==> src/design/clt_pkg.sv <==
// ----------------------------------------------------------------------------
// clt_pkg
// Shared types and character codes for the command line tokenizer.
// ----------------------------------------------------------------------------
package clt_pkg;

  localparam logic [7:0] CH_NUL   = 8'h00;
  localparam logic [7:0] CH_TAB   = 8'h09;
  localparam logic [7:0] CH_SPACE = 8'h20;
  localparam logic [7:0] CH_COMMA = 8'h2C;

  localparam int unsigned IDX_W = 3;
  localparam int unsigned CPOS_W = 5;
  localparam int unsigned CNT_W = 4;

  typedef struct packed {
    logic in_params;
    logic comma_seen;
    logic in_token;
    logic had_param_input;
    logic error_latched;
    logic overflow_latched;
  } flags_t;

  typedef struct packed {
    logic              store_valid;
    logic [7:0]        store_char;
    logic [IDX_W-1:0]  token_index;
    logic [CPOS_W-1:0] char_pos;
    logic              token_end;
    logic              line_end;
    logic              syntax_error;
    logic [CNT_W-1:0]  token_count;
    logic              overflow;
  } result_t;

endpackage

==> src/design/clt_step.sv <==
// ----------------------------------------------------------------------------
// clt_step
// Next parser state and result word for one character.
// ----------------------------------------------------------------------------
module clt_step #(
  parameter int unsigned MAX_TOKENS    = 8,
  parameter int unsigned MAX_TOKEN_LEN = 32,
  parameter int unsigned TD_W          = $clog2(MAX_TOKENS + 1),
  parameter int unsigned POS_W         = $clog2(MAX_TOKEN_LEN + 1)
) (
  input  logic [7:0]       ch,
  input  clt_pkg::flags_t  flags,
  input  logic [TD_W-1:0]  tokens_done,
  input  logic [POS_W-1:0] pos_in_token,
  output clt_pkg::flags_t  flags_nxt,
  output logic [TD_W-1:0]  tokens_done_nxt,
  output logic [POS_W-1:0] pos_in_token_nxt,
  output clt_pkg::result_t res
);

  localparam logic [TD_W-1:0]  TD_MAX  = TD_W'(MAX_TOKENS);
  localparam logic [TD_W-1:0]  TD_LAST = TD_W'(MAX_TOKENS - 1);
  localparam logic [POS_W-1:0] POS_MAX = POS_W'(MAX_TOKEN_LEN);

  logic             eol;
  logic             blank;
  logic             is_comma;
  logic             do_put;
  logic             do_finish;
  logic             do_error;
  clt_pkg::flags_t  f;
  logic [TD_W-1:0]  td;
  logic [POS_W-1:0] p;

  assign eol      = (ch == clt_pkg::CH_NUL);
  assign blank    = eol || (ch == clt_pkg::CH_SPACE) || (ch == clt_pkg::CH_TAB);
  assign is_comma = (ch == clt_pkg::CH_COMMA);

  always_comb begin
    f         = flags;
    td        = tokens_done;
    p         = pos_in_token;
    do_put    = 1'b0;
    do_finish = 1'b0;
    do_error  = 1'b0;

    res              = '0;
    res.line_end     = eol;
    res.token_index  = (tokens_done < TD_MAX) ? clt_pkg::IDX_W'(tokens_done)
                                              : clt_pkg::IDX_W'(TD_LAST);

    if (!flags.error_latched) begin
      if (!flags.in_params) begin
        if (!blank) begin
          do_put = 1'b1;
        end else if (flags.in_token) begin
          do_finish    = 1'b1;
          f.in_params  = 1'b1;
          f.comma_seen = 1'b1;
        end
      end else if (flags.comma_seen) begin
        if (!blank) begin
          f.had_param_input = 1'b1;
          if (is_comma) begin
            if (!flags.in_token) begin
              do_error = 1'b1;
            end else begin
              do_finish = 1'b1;
            end
          end else begin
            do_put = 1'b1;
          end
        end else if (flags.in_token) begin
          do_finish    = 1'b1;
          f.comma_seen = 1'b0;
        end
      end else if (!blank) begin
        if (is_comma) begin
          f.comma_seen = 1'b1;
        end else begin
          do_error = 1'b1;
        end
      end
      if (eol && f.comma_seen && f.had_param_input) begin
        do_error = 1'b1;
      end
    end

    if (do_put) begin
      f.in_token = 1'b1;
      if ((tokens_done >= TD_MAX) || (pos_in_token >= POS_MAX)) begin
        f.overflow_latched = 1'b1;
      end else begin
        res.store_valid = 1'b1;
        res.store_char  = ch;
        res.token_index = clt_pkg::IDX_W'(tokens_done);
        res.char_pos    = clt_pkg::CPOS_W'(pos_in_token);
        p               = pos_in_token + POS_W'(1);
      end
    end

    if (do_finish) begin
      if (tokens_done < TD_MAX) begin
        res.token_end   = 1'b1;
        res.token_index = clt_pkg::IDX_W'(tokens_done);
        td              = tokens_done + TD_W'(1);
      end
      p          = '0;
      f.in_token = 1'b0;
    end

    if (do_error) begin
      f.error_latched = 1'b1;
      f.in_token      = 1'b0;
      td              = '0;
      p               = '0;
    end

    res.syntax_error = f.error_latched;
    res.token_count  = clt_pkg::CNT_W'(td);
    res.overflow     = f.overflow_latched;

    if (eol) begin
      flags_nxt        = '0;
      tokens_done_nxt  = '0;
      pos_in_token_nxt = '0;
    end else begin
      flags_nxt        = f;
      tokens_done_nxt  = td;
      pos_in_token_nxt = p;
    end
  end

endmodule

==> src/design/command_line_tokenizer.sv <==
// ----------------------------------------------------------------------------
// command_line_tokenizer
// Splits a command line into a command word and comma separated parameters,
// streaming each stored character with its token index and position.
// ----------------------------------------------------------------------------
// Path: the input register loads at acceptance; the result register loads from
//   it when the output is not stalled, and out_valid rises with it.
// Throughput: one word per cycle while out_stall is low; the parser state registers load with each result.
// Reset: clears the parser state and empties both register stages.
module command_line_tokenizer #(
  parameter int unsigned MAX_TOKENS    = 8,
  parameter int unsigned MAX_TOKEN_LEN = 32
) (
  input  logic       clk,
  input  logic       rst_n,
  input  logic       in_valid,
  output logic       in_stall,
  input  logic [7:0] in_ch,
  output logic       out_valid,
  input  logic       out_stall,
  output logic       out_store_valid,
  output logic [7:0] out_store_char,
  output logic [2:0] out_token_index,
  output logic [4:0] out_char_pos,
  output logic       out_token_end,
  output logic       out_line_end,
  output logic       out_syntax_error,
  output logic [3:0] out_token_count,
  output logic       out_overflow
);

  localparam int unsigned TD_W  = $clog2(MAX_TOKENS + 1);
  localparam int unsigned POS_W = $clog2(MAX_TOKEN_LEN + 1);

  logic             in_valid_r;
  logic [7:0]       in_ch_r;
  logic             out_valid_r;
  clt_pkg::result_t res_r;
  clt_pkg::result_t res_nxt;

  clt_pkg::flags_t  flags_r;
  clt_pkg::flags_t  flags_nxt;
  logic [TD_W-1:0]  tokens_done_r;
  logic [TD_W-1:0]  tokens_done_nxt;
  logic [POS_W-1:0] pos_r;
  logic [POS_W-1:0] pos_nxt;

  logic out_load;
  logic step;

  assign out_load = !out_valid_r || !out_stall;
  assign step     = in_valid_r && out_load;
  assign in_stall = in_valid_r && !out_load;

  clt_step #(
    .MAX_TOKENS    (MAX_TOKENS),
    .MAX_TOKEN_LEN (MAX_TOKEN_LEN),
    .TD_W          (TD_W),
    .POS_W         (POS_W)
  ) u_step (
    .ch               (in_ch_r),
    .flags            (flags_r),
    .tokens_done      (tokens_done_r),
    .pos_in_token     (pos_r),
    .flags_nxt        (flags_nxt),
    .tokens_done_nxt  (tokens_done_nxt),
    .pos_in_token_nxt (pos_nxt),
    .res              (res_nxt)
  );

  always_ff @(posedge clk) begin
    if (!rst_n) begin
      in_valid_r    <= 1'b0;
      out_valid_r   <= 1'b0;
      flags_r       <= '0;
      tokens_done_r <= '0;
      pos_r         <= '0;
    end else begin
      if (!in_stall) begin
        in_valid_r <= in_valid;
      end
      if (out_load) begin
        out_valid_r <= in_valid_r;
      end
      if (step) begin
        flags_r       <= flags_nxt;
        tokens_done_r <= tokens_done_nxt;
        pos_r         <= pos_nxt;
      end
    end
  end

  always_ff @(posedge clk) begin
    if (!in_stall && in_valid) begin
      in_ch_r <= in_ch;
    end
    if (step) begin
      res_r <= res_nxt;
    end
  end

  assign out_valid        = out_valid_r;
  assign out_store_valid  = res_r.store_valid;
  assign out_store_char   = res_r.store_char;
  assign out_token_index  = res_r.token_index;
  assign out_char_pos     = res_r.char_pos;
  assign out_token_end    = res_r.token_end;
  assign out_line_end     = res_r.line_end;
  assign out_syntax_error = res_r.syntax_error;
  assign out_token_count  = res_r.token_count;
  assign out_overflow     = res_r.overflow;

  a_count_bound : assert property (@(posedge clk) disable iff (!rst_n)
    tokens_done_r <= TD_W'(MAX_TOKENS))
    else $error("token count beyond limit");

  a_pos_bound : assert property (@(posedge clk) disable iff (!rst_n)
    pos_r <= POS_W'(MAX_TOKEN_LEN))
    else $error("token position beyond limit");

  a_error_clears : assert property (@(posedge clk) disable iff (!rst_n)
    flags_r.error_latched |-> (tokens_done_r == '0 && !flags_r.in_token))
    else $error("error left tokens pending");

  a_store_clean : assert property (@(posedge clk) disable iff (!rst_n)
    out_valid && out_store_valid |-> !out_syntax_error && !out_line_end)
    else $error("stored character on error or line end");

  a_eol_resets : assert property (@(posedge clk) disable iff (!rst_n)
    step && res_nxt.line_end |=> flags_r == '0 && tokens_done_r == '0 && pos_r == '0)
    else $error("state not cleared after line end");

endmodule
==> config.mk <==
export PLATFORM = sky130hd
export DESIGN_NAME = command_line_tokenizer
export DESIGN_NICKNAME = d
export VERILOG_FILES = /design/src/design/clt_pkg.sv /design/src/design/clt_step.sv /design/src/design/command_line_tokenizer.sv
export SDC_FILE = /design/constraint.sdc
export NUM_CORES = 1
export LEC_CHECK = 0
export BUFFER_PORTS_ARGS = -buffer_cell sky130_fd_sc_hd__buf_4
export CAP_MARGIN = 20
export CORE_MARGIN = 1
export CORE_UTILIZATION = 50
export CTS_CLUSTER_DIAMETER = 200
export CTS_CLUSTER_SIZE = 14
export DETAILED_ROUTE_END_ITERATION = 16
export HOLD_SLACK_MARGIN = 0.03
export MAX_ROUTING_LAYER = met4
export PLACE_DENSITY = 0.75
export SYNTH_ARGS = -nofsm -noshare
export SYNTH_HDL_FRONTEND = slang
export SYNTH_SLANG_ARGS = --single-unit
==> constraint.sdc <==
create_clock -name clk -period 1.98 [get_ports clk]
set_input_delay 0.099 -clock clk [delete_from_list [all_inputs] [get_ports clk]]
set_output_delay 0.099 -clock clk [all_outputs]
set_load 0.02 [all_outputs]
# Word-level counts from Yosys, hierarchy flattened
# Cells that the tools add are included.
dict set report op_classes {
  addsub 2
  n_lt_le_gt_ge 3
  n_eq_ne 5
  muxes 57
  bitwise_logic 1
  reduce_logical 19
}
# op count
set ops {}
lappend ops {{1-bit 2-to-1 mux} 39}
lappend ops {{6-bit 2-to-1 mux} 6}
lappend ops {{17-bit 2-to-1 mux} 1}
lappend ops {{8-bit by 6-bit == test with 1-bit output, second input constant} 2}
lappend ops {{4-bit 2-to-1 mux} 4}
lappend ops {{3-bit 2-to-1 mux} 3}
lappend ops {{8-bit by 4-bit == test with 1-bit output, second input constant} 1}
lappend ops {{8-bit zero test} 1}
lappend ops {{8-bit 2-to-1 mux} 1}
lappend ops {{6-bit by 1-bit adder with 6-bit output, second input constant} 1}
lappend ops {{6-bit >= comparator, second input constant} 1}
lappend ops {{2-bit 2-to-1 mux} 3}
lappend ops {{1-bit logical AND} 5}
lappend ops {{4-bit by 1-bit adder with 4-bit output, second input constant} 1}
lappend ops {{4-bit >= comparator, second input constant} 1}
lappend ops {{1-bit zero test} 4}
lappend ops {{1-bit logical OR} 4}
lappend ops {{4-bit < comparator, second input constant} 1}
lappend ops {{4-bit by 1-bit != test with 1-bit output, second input constant} 1}
lappend ops {{2-bit AND reduction} 2}
lappend ops {{4-bit nonzero test} 1}
lappend ops {{3-bit AND reduction} 1}
lappend ops {{2-bit by 1-bit != test with 1-bit output, second input constant} 1}
lappend ops {{2-bit OR reduction} 1}
lappend ops {{1-bit NOT} 1}
dict set report word_totals {
  reg_bits 51
  input_bits 12
  output_inout_bits 27
  word_cells 107
}

# Logic depth before layout (Yosys ltp)
# Gate-level depths: netlist (run 1).
dict set report logic_depth {
  word_depth 13
  mapped_depth 7
}

# By module
# A second synthesis (run 1) with hierarchy kept.
dict set report unflattened {
  hier_cells 231
  area_unflattened_um2 2532.4
}
# mod n_inst cells_each area_per_inst_um2 seq_area_each_um2
set modules_own_cells {}
lappend modules_own_cells {command_line_tokenizer 1 111 1726.7 1351.3}
lappend modules_own_cells {clt_step 1 120 805.8 0.0}

# Worst setup path before layout (run 1)
# Ideal clock, no wire load.
dict set report synth_path {
  path_type {register -> register}
  from {register out_valid_r, in the netlist out_valid}
  to {register pos_r[4]}
  setup_time_ns 0.118
  arrival_time_ns 2.010
  slack_ns -0.148
  path_stages_with_launch 8
  n_path_buf 1
  path_cell_list {dfxtp_1 -> nand2_1 -> nand2_1 -> inv_1 -> clkbuf_1 -> o41ai_2 -> a22oi_1 -> nor2_1}
}
dict set report synth_via {
  elab_chain_cells 4
}
# item line
set synth_rtl {}
lappend synth_rtl {{start, declared} command_line_tokenizer.sv:37} ;# logic out_valid_r;
lappend synth_rtl {{start signal, assigned} command_line_tokenizer.sv:83} ;# out_valid_r <= in_valid_r;
lappend synth_rtl {{1-bit zero test} command_line_tokenizer.sv:51} ;# assign out_load = !out_valid_r || !out_stall;
lappend synth_rtl {{1-bit logical OR} command_line_tokenizer.sv:51}
lappend synth_rtl {{1-bit logical AND} command_line_tokenizer.sv:52} ;# assign step = in_valid_r && out_load;
lappend synth_rtl {{named net step} command_line_tokenizer.sv:49} ;# logic step;
lappend synth_rtl {{3-bit AND reduction (no line)} -}
lappend synth_rtl {{end signal, assigned} command_line_tokenizer.sv:88} ;# pos_r <= pos_nxt;
lappend synth_rtl {{end, declared} command_line_tokenizer.sv:45} ;# logic [POS_W-1:0] pos_r;
# The timed path passes the listed nets, and every way through them passes these cells.
# A chain may end at the register's enable or synchronous reset.

==> results.json, run 1 <==
{
  "run_status": "finished, violations left",
  "failed_checks": "negative setup slack",
  "cp_max_fo": 6,
  "setup.reg_to_reg.worst_slack_ns": -0.20,
  "num_rows": 24,
  "n_antenna_cell": 0,
  "cts_tree": "built",
  "netlist.top_cell.by_area": "sky130_fd_sc_hd__edfxtp_1",
  "critPathArrivalTime_ns": 2.38,
  "start_kind": "flip-flop",
  "count_of_flip_flops_with_a_built_in_enable_after_synthesis": 33,
  "transition_time_at_the_pin_with_the_least_slew_margin_ns": 0.384,
  "die-height_um": 69.7,
  "yosys.area.top_type_share": 0.432,
  "setup-violations-final": 24,
  "syn-instance-count": 201,
  "timing.final.crit_share": 1.10,
  "holdCritPathClass": "primary input to flip-flop",
  "vias_per_cell": 5.62,
  "port-buffer-count": 38,
  "hold_slack_ns": 0.0540,
  "distinct_cell_type_count_after_synthesis": 54,
  "netlist_area_um2": 2290,
  "drive_gt1_frac": 0.459,
  "setup.worst_path.end_class": "flip-flop",
  "mostFrequentLayoutCell": "sky130_fd_sc_hd__buf_4",
  "power.static_leakage_nw": 1.33,
  "timing.setup.critical_path_class": "flip-flop to flip-flop",
  "maxCapViolations": 0,
  "antenna_left": 0,
  "grt_antenna_before_repair": 0,
  "synth_area_leaders": "sky130_fd_sc_hd__edfxtp_1 43%, sky130_fd_sc_hd__dfxtp_1 16%, sky130_fd_sc_hd__nor2_1 3.6%",
  "sequential_fraction_of_the_synthesis_area": 0.589,
  "report.final.slew_viol_count": 0,
  "cts_htree_levels": 2,
  "drt_iter0_drc": 129,
  "postLayoutSetupSlackWorst_ns": -0.201,
  "grt_pass1_vias": 1748,
  "finalNetCount": 309,
  "synth_nets": 218,
  "route.detailed.drc": 0,
  "fp.dieW_um": 69.7,
  "instances_no_fill": 344,
  "ff_latch_area_um2": 1350,
  "most-common-layout-cells": "74 x sky130_fd_sc_hd__buf_4, 33 x sky130_fd_sc_hd__edfxtp_1, 19 x sky130_fd_sc_hd__nor2_1",
  "post-route-min-period_ns": 2.18,
  "max_freq_mhz": 459,
  "initial_core_util": 0.523,
  "yosysWarnings": 0,
  "grt.total_usage": 0.223,
  "area.growth.synth_to_final_pct": 44.5,
  "setup_repair_after_global_routing_missed_its_margin": "yes",
  "dp_hpwl_mm": 3.32,
  "place_worst_setup_slack_ns": -0.191,
  "fin_worst_skew_ns": 0.00863,
  "overflow": 0,
  "tritoncts.num_buffers": 5,
  "syn_area_per_cell_um2": 11.4,
  "timing.setup.tns_ns": -3.11,
  "worst_slew_margin_rel": 0.744,
  "core_region_area_um2": 4380,
  "power-per-cell-area_nw_per_um2": 598,
  "wl_per_instance_um": 15.9,
  "multiInputGateArea_um2": 1040,
  "vias": 1934,
  "grt_max_degree": 18,
  "asyncSetResetFlopFracSynth": 0,
  "dominantRegCellSynth": "sky130_fd_sc_hd__edfxtp_1",
  "finalHoldViolCount": 0,
  "clk_path_buf_depth": 2,
  "drt_pass1_iterations": 4,
  "clock-sinks": 51,
  "die_area_um2": 4860,
  "placedCellCount": 313,
  "cts_root_buf": "sky130_fd_sc_hd__clkbuf_8",
  "clock_latency_ns": 0.30,
  "top_level_ports": 39,
  "peakVddDrop_uv": 492,
  "required_ns": 2.18,
  "path_clk_slew_ns": 0.09,
  "gpl.final_weighted_congestion": 0.893,
  "ff_latch_count_synth": 51,
  "layout.filler_cells": 279,
  "grt_first_pass_wirelength_mm": 8.27,
  "routed_wirelength_mm": 5.47
}
## cells in the mapped netlist (2+ instances only)
master,number
sky130_fd_sc_hd__edfxtp_1,33
sky130_fd_sc_hd__nor2_1,22
sky130_fd_sc_hd__dfxtp_1,18
sky130_fd_sc_hd__and2_1,13
sky130_fd_sc_hd__inv_1,13
sky130_fd_sc_hd__nand2_1,13
sky130_fd_sc_hd__a21oi_1,8
sky130_fd_sc_hd__nor3_1,6
sky130_fd_sc_hd__clkbuf_1,5
sky130_fd_sc_hd__ha_1,5
sky130_fd_sc_hd__o21ai_0,5
sky130_fd_sc_hd__a21o_1,4
sky130_fd_sc_hd__nand4_1,4
sky130_fd_sc_hd__a31oi_1,3
sky130_fd_sc_hd__nand3_1,3
sky130_fd_sc_hd__a211oi_1,2
sky130_fd_sc_hd__a22oi_1,2
sky130_fd_sc_hd__a32oi_1,2
sky130_fd_sc_hd__and3_1,2
sky130_fd_sc_hd__mux2i_1,2
sky130_fd_sc_hd__or3_1,2
sky130_fd_sc_hd__or4_4,2
## power by group
| part | switching (mW) | leakage, nW | internal, mW |
|---|---|---|---|
| clock network | 0.323 | 0.0383 | 0.244 |
| registers | 0.0212 | 0.460 | 1.17 |
| logic | 0.114 | 0.831 | 0.112 |
| total | 0.457 | 1.33 | 1.52 |
## layout make-up
cell class                      instances  area share
Sequential cell                        51       0.408
Timing Repair Buffer                   90       0.218
Inverter                               15      0.0185
Tap cell                               52      0.0196
Clock buffer                            7      0.0230
Multi-Input combinational cell        129       0.313
## layer usage
metal,track usage,wire [µm],vias to the layer above
li1,-,-,922
met1,0.293,2400,935
met2,0.348,2730,71
met3,0.0494,277,6
met4,0.0689,56,0
met5,-,0,-
## cell families (layout without fill, tap and decap cells)
group / Yosys count / in the layout / synth area share
simple gates: 79 / 79 / 0.188
flops: 51 / 51 / 0.589
compound gates: 42 / 42 / 0.147
buf+inv: 21 / 112 / 0.0371
fa+ha+maj: 5 / 5 / 0.0273
mux: 2 / 2 / 0.00872
xor+xnor: 1 / 1 / 0.00382
## registers in the layout, summed over array words and instances (netlist names), 3 cells and up
name             count
in_ch_r              8
out_store_char       8
flags_r              6
pos_r                6
out_char_pos         5
out_token_count      4
tokens_done_r        4
out_token_index      3
## metrics by stage
stage | power, mW | utilization | cell area (µm²)
after global placement | 1.38 | 0.648 | 2840
after detailed placement | 1.39 | 0.648 | 2840
final | 1.98 | 0.756 | 3320
after global routing | 2.05 | 0.756 | 3320
after floorplan | 1.30 | - | 2300
after CTS | 1.95 | 0.716 | 3140
## timing repair
item                       4_1_cts  5_1_grt
hold endpoints to repair         9        0
gates resized for setup         21       30
pin swaps                       10       10
buffers inserted                 6        9
setup endpoints to repair       22       33
hold buffers                     9        0
## worst max-delay path: stages (launching register included)
cell and delay, ns:
sky130_fd_sc_hd__edfxtp_1 0.44, sky130_fd_sc_hd__or4_4 0.62, sky130_fd_sc_hd__or4_4 0.48, sky130_fd_sc_hd__clkinv_4 0.10, sky130_fd_sc_hd__buf_6 0.10, sky130_fd_sc_hd__nor2_4 0.05, sky130_fd_sc_hd__and4_1 0.15, sky130_fd_sc_hd__o21a_1 0.16
## path summary, 6_finish.rpt
check / start / endpoint / cells past startpoint
min reg2reg: flags_r[0] / flags_r[0] / 2
min: out_stall / out_valid / 3
max reg2reg: in_ch_r[6] / tokens_done_r[2] / 7
max: in_ch_r[6] / tokens_done_r[2] / 7
Note: power is estimated with default switching activity, not from simulation.
==> run 2, diff against run 1 <==
- CORE_ASPECT_RATIO: default -> 0.6
==> run 2 against run 1 <==
The run still ends with negative setup slack left. Clock skew barely moved. Routed wire length rose by 13%. Die area rose by 0.18%. Critical path depth fell by 1. Utilization rose by 2.9 points. Non-clock buffer count fell by 3. Global-route usage rose by 6.6 points. Register-to-register slack got worse by 0.10 ns. Total power rose by 1.1%. Critical path type unchanged.
==> results.json, run 2 (synthesis gave the netlist of run 1 again) <==
{
  "run_status": "finished, violations left",
  "failed_checks": "negative setup slack",
  "drt_pass1_iterations": 4,
  "required_ns": 2.05,
  "power.static_leakage_nw": 1.32,
  "gr-usage-met1": 0.353,
  "die_area_um2": 4870,
  "cp_num_buf_inv": 0,
  "worst_slew_margin_rel": 0.706,
  "area.growth.synth_to_final_pct": 45.7,
  "timing.hold.worst_path_depth": 3,
  "mostFrequentLayoutCell": "sky130_fd_sc_hd__buf_4",
  "fin_worst_skew_ns": 0.00896,
  "start_kind": "flip-flop",
  "fp.dieW_um": 89.5,
  "grt_pass1_vias": 1925,
  "core_region_area_um2": 4260,
  "postLayoutCoreUtil": 0.785,
  "grt.total_usage": 0.289,
  "wl_per_instance_um": 17.6,
  "route.detailed.drc": 0,
  "comb_power_share": 0.111,
  "grt_first_pass_wirelength_mm": 9.58,
  "tritoncts.num_buffers": 5,
  "top_level_ports": 39,
  "clock_latency_ns": 0.31,
  "cts_htree_levels": 2,
  "cp_max_fo": 6,
  "initial_core_util": 0.539,
  "critPathSlowestCell": "sky130_fd_sc_hd__edfxtp_1",
  "dp_hpwl_mm": 3.53,
  "vias_per_cell": 5.65,
  "place_worst_setup_slack_ns": -0.250,
  "cts_tree": "built",
  "setup.worst_path.end_class": "flip-flop",
  "cell_internal_pwr_mw": 1.53,
  "reg2reg_depth": 6,
  "cp.depth": 6,
  "post-route-min-period_ns": 2.28,
  "ff_latch_area_um2": 1350,
  "crit-reg2reg-capture": "out_token_count[3]",
  "switching_share": 0.239,
  "setup.reg_to_reg.worst_slack_ns": -0.30,
  "most-common-layout-cells": "69 x sky130_fd_sc_hd__buf_4, 33 x sky130_fd_sc_hd__edfxtp_1, 18 x sky130_fd_sc_hd__nor2_1, 18 x sky130_fd_sc_hd__dfxtp_1, 13 x sky130_fd_sc_hd__inv_1",
  "crit_path_cell_trace": "or2_4 > a21o_1 > o31a_1 > o22ai_1 > a41o_4 > nor2_1",
  "power-per-cell-area_nw_per_um2": 600,
  "finalHoldViolCount": 0,
  "setup_repair_after_global_routing_missed_its_margin": "yes",
  "cts_root_buf": "sky130_fd_sc_hd__clkbuf_8",
  "maxCapViolations": 0,
  "clkPwrFrac": 0.294,
  "clock-sinks": 51,
  "multiInputGateArea_um2": 1070,
  "clk_path_buf_depth": 2,
  "transition_time_at_the_pin_with_the_least_slew_margin_ns": 0.442,
  "globalRoute.busiestLayer": "met2",
  "port-buffer-count": 38,
  "die-height_um": 54.5,
  "groute.layer.met3.usage": 0.0799,
  "setup-violations-final": 37,
  "routed_wirelength_mm": 6.16,
  "power_frac_seq": 0.595,
  "timing.final.crit_share": 1.15,
  "path_clk_slew_ns": 0.09,
  "drive_gt1_frac": 0.445,
  "postLayoutSetupSlackWorst_ns": -0.305,
  "grt_antenna_before_repair": 0,
  "report.final.slew_viol_count": 0,
  "finalNetCount": 306,
  "cpLargestDelayFamily": "compound AO/OA/AOI/OAI gates",
  "timing.hold.worst.start": "out_stall",
  "p_switching_mw": 0.479,
  "peakVddDrop_uv": 469,
  "antenna_left": 0,
  "grt_max_degree": 21,
  "max_freq_mhz": 438,
  "vias": 1977,
  "overflow": 0,
  "grtUsageMet2": 0.458,
  "max_stage_delay_ns": 0.49,
  "num_rows": 18,
  "regToRegStartpoint": "in_ch_r[3]",
  "critPathArrivalTime_ns": 2.36,
  "layout.filler_cells": 257,
  "n_antenna_cell": 0,
  "gpl.final_weighted_congestion": 0.863,
  "whs_endpoint": "out_valid",
  "drt_iter0_drc": 193,
  "holdCritPathClass": "primary input to flip-flop",
  "timing.setup.critical_path_class": "flip-flop to flip-flop"
}
-- run 2: changes by cell type in the layout (fill, tap and decap cells not counted), sizes merged --
cell and change:
buf -3, clkbuf +1
-- run 2: power by group through the flow --
stage | logic, mW | clock network (mW) | registers (mW)
6_report | 0.222 | 0.590 | 1.19
5_1_grt | 0.237 | 0.644 | 1.20
4_1_cts | 0.204 | 0.584 | 1.19
3_5_place_dp | 0.171 | 0 | 1.22
3_3_place_gp | 0.168 | 0 | 1.21
2_1_floorplan | 0.0604 | 0 | 1.24
-- run 2: stage by stage --
stage,hold WS (ns),total power [mW],std cells,instance area (µm²),TNS (ns)
floorplan,0.198,1.30,201,2300,-0.118
global placement,0.277,1.38,317,2820,-1.75
detailed placement,0.278,1.39,317,2820,-3.29
CTS,0.0517,1.98,347,3240,-3.08
global route,0.0663,2.08,350,3340,-8.52
finish,0.0489,2.00,350,3340,-6.23
-- run 2: worst reg2reg max path, cell delays in order, from the launching register on --
cell and delay [ns]:
sky130_fd_sc_hd__edfxtp_1 0.49, sky130_fd_sc_hd__or2_4 0.32, sky130_fd_sc_hd__a21o_1 0.23, sky130_fd_sc_hd__o31a_1 0.26, sky130_fd_sc_hd__o22ai_1 0.37, sky130_fd_sc_hd__a41o_4 0.32, sky130_fd_sc_hd__nor2_1 0.05
-- run 2: area by class of cell --
type	count	area share
multi-input combinational	129	0.319
timing repair buffer	87	0.212
tap	60	0.0225
clock buffer	8	0.0240
inverter	15	0.0183
sequential	51	0.404
-- run 2: layer usage --
metal / vias up / wire, µm
li1: 915 / -
met1: 936 / 2530
met2: 108 / 2950
met3: 18 / 504
met4: 0 / 178
met5: - / 0
-- run 2: repair_timing --
action                                  4_1_cts  5_1_grt
hold buffers                                  9        0
hold endpoints to repair                      9        0
pin swaps                                    18       14
gates resized for setup                      36       20
endpoints found under the setup margin       23       36
buffers inserted                             15        7
-- run 2: how the worst max path moves through the flow --
stage,end,slack (ns),start
2_1_floorplan,out_token_count[0],-0.03,in_ch_r[4]
3_3_place_gp,pos_r[4],-0.17,in_ch_r[4]
3_5_place_dp,out_token_count[2],-0.25,in_ch_r[4]
4_1_cts,pos_r[4],-0.20,in_ch_r[1]
5_1_grt,pos_r[3],-0.40,in_ch_r[3]
6_report,out_token_count[3],-0.30,in_ch_r[3]
==> run 3, diff against run 2 <==
- CTS_CLUSTER_SIZE: 14 -> 30
- PLACE_DENSITY: 0.75 -> 0.82
- SLEW_MARGIN: default -> 30
==> run 3 against run 2 <==
The flow still finishes with violations (negative setup slack). Highest routed layer unchanged. Total power rose by 4.9%. Sequential power about the same. Global-route usage decreased by 4.7 points. First-iteration DRC count is 25% lower. Die area unchanged. Critical endpoint is now tokens_done_r[2]. Routed wire length shrank 8.8%.
==> results.json, run 3 (synthesis gave the netlist of run 1 again) <==
{
  "place_worst_setup_slack_ns": -0.210,
  "timing.final.crit_share": 1.14,
  "gpl.final_weighted_congestion": 0.971,
  "wl_per_instance_um": 16.2,
  "peakVddDrop_uv": 475,
  "most-common-layout-cells": "68 x sky130_fd_sc_hd__buf_4, 33 x sky130_fd_sc_hd__edfxtp_1, 21 x sky130_fd_sc_hd__nor2_1",
  "setup-violations-final": 36,
  "num_rows": 18,
  "instances_no_fill": 347,
  "failed_checks": "negative setup slack",
  "vias": 1899,
  "mostFrequentLayoutCell": "sky130_fd_sc_hd__buf_4",
  "max_freq_mhz": 442,
  "vias_per_cell": 5.47,
  "grt_first_pass_wirelength_mm": 8.30,
  "overflow": 0,
  "p_total_mw": 2.10,
  "hold_slack_ns": 0.0753,
  "grt_antenna_before_repair": 0,
  "run_status": "finished, violations left",
  "grt_max_degree": 16,
  "clock-sinks": 51,
  "worst_slew_margin_rel": 0.644,
  "cts_tree": "built",
  "post-route-min-period_ns": 2.26,
  "holdCritPathClass": "primary input to flip-flop",
  "grt_pass1_vias": 1734,
  "finalInstanceArea_um2": 3360,
  "route.detailed.drc": 0,
  "core_region_area_um2": 4260,
  "cts_htree_levels": 2,
  "cp_max_fo": 5,
  "drt_pass1_iterations": 4,
  "required_ns": 2.18,
  "tritoncts.num_buffers": 5,
  "routed_wirelength_mm": 5.62,
  "top_level_ports": 39,
  "layout.filler_cells": 247,
  "grt.total_usage": 0.242,
  "fin_worst_skew_ns": 0.00668,
  "finalHoldViolCount": 0,
  "initial_core_util": 0.539,
  "start_kind": "flip-flop",
  "timing.setup.critical_path_class": "flip-flop to flip-flop",
  "maxCapViolations": 0,
  "cts_root_buf": "sky130_fd_sc_hd__clkbuf_8",
  "placedCellCount": 322,
  "finalNetCount": 303,
  "power-per-cell-area_nw_per_um2": 627,
  "antenna_left": 0,
  "die-height_um": 54.5,
  "fp.dieW_um": 89.5,
  "transition_time_at_the_pin_with_the_least_slew_margin_ns": 0.534,
  "report.final.slew_viol_count": 0,
  "n_antenna_cell": 0,
  "port-buffer-count": 38,
  "clk_path_buf_depth": 2,
  "die_area_um2": 4870,
  "path_clk_slew_ns": 0.09,
  "critPathArrivalTime_ns": 2.46,
  "postLayoutSetupSlackWorst_ns": -0.283,
  "clock_latency_ns": 0.30,
  "place_area_um2": 2860,
  "power.static_leakage_nw": 1.34,
  "dp_hpwl_mm": 3.41,
  "drt_iter0_drc": 144,
  "drive_gt1_frac": 0.436,
  "area.growth.synth_to_final_pct": 46.2,
  "setup.worst_path.end_class": "flip-flop",
  "setup_repair_after_global_routing_missed_its_margin": "yes"
}
## run 3: metrics by stage
| stage | util | TNS [ns] |
|---|---|---|
| after floorplan | - | -0.118 |
| after global placement | 0.671 | -2.18 |
| after detailed placement | 0.671 | -2.64 |
| after CTS | 0.750 | -2.49 |
| after global routing | 0.788 | -6.56 |
| final | 0.788 | -4.78 |
## run 3: cell type report
| cell class | instances | area (µm²) | area share |
|---|---|---|---|
| Sequential cell | 51 | 1350 | 0.403 |
| Multi-Input combinational cell | 129 | 1070 | 0.318 |
| Timing Repair Buffer | 84 | 688 | 0.205 |
| Clock buffer | 7 | 108 | 0.0321 |
| Tap cell | 60 | 75.1 | 0.0224 |
| Inverter | 15 | 61.3 | 0.0183 |
| Clock inverter | 1 | 5.00 | 0.00149 |
## run 3: where the power goes
| part | total, mW | internal [mW] | switching (mW) |
|---|---|---|---|
| Combinational | 0.217 | 0.105 | 0.112 |
| Sequential | 1.19 | 1.17 | 0.0220 |
| Clock | 0.696 | 0.358 | 0.337 |
## run 3: worst paths after layout
path	from	to	slack (ns)	cells past startpoint
setup / recovery	in_ch_r[1]	tokens_done_r[2]	-0.28	7
hold / removal	rst_n	tokens_done_r[2]	0.08	2
setup reg to reg	in_ch_r[1]	tokens_done_r[2]	-0.28	7
hold reg to reg	flags_r[0]	flags_r[0]	0.50	2
## run 3: timing repair
action / CTS / global route
pin swaps: 5 / 16
buffers inserted: 4 / 7
hold buffers: 9 / 0
setup endpoints to repair: 22 / 35
hold endpoints to repair: 9 / 0
gates resized for setup: 18 / 30
## run 3: metal layers
metal,up-vias,share of wire,wire length (µm),track usage
met2,61,0.48,2680,0.391
met5,-,0,0,-
li1,911,-,-,-
met3,13,0.057,319,0.0618
met1,914,0.45,2530,0.311
met4,0,0.015,86,0.0582
## run 3: critical path, stage by stage (launching register included)
cell and delay, ns:
sky130_fd_sc_hd__edfxtp_1 0.45, sky130_fd_sc_hd__or4_4 0.63, sky130_fd_sc_hd__or4_4 0.49, sky130_fd_sc_hd__clkinv_4 0.11
sky130_fd_sc_hd__buf_4 0.11, sky130_fd_sc_hd__a311o_2 0.09, sky130_fd_sc_hd__a21oi_1 0.07, sky130_fd_sc_hd__o21a_1 0.21
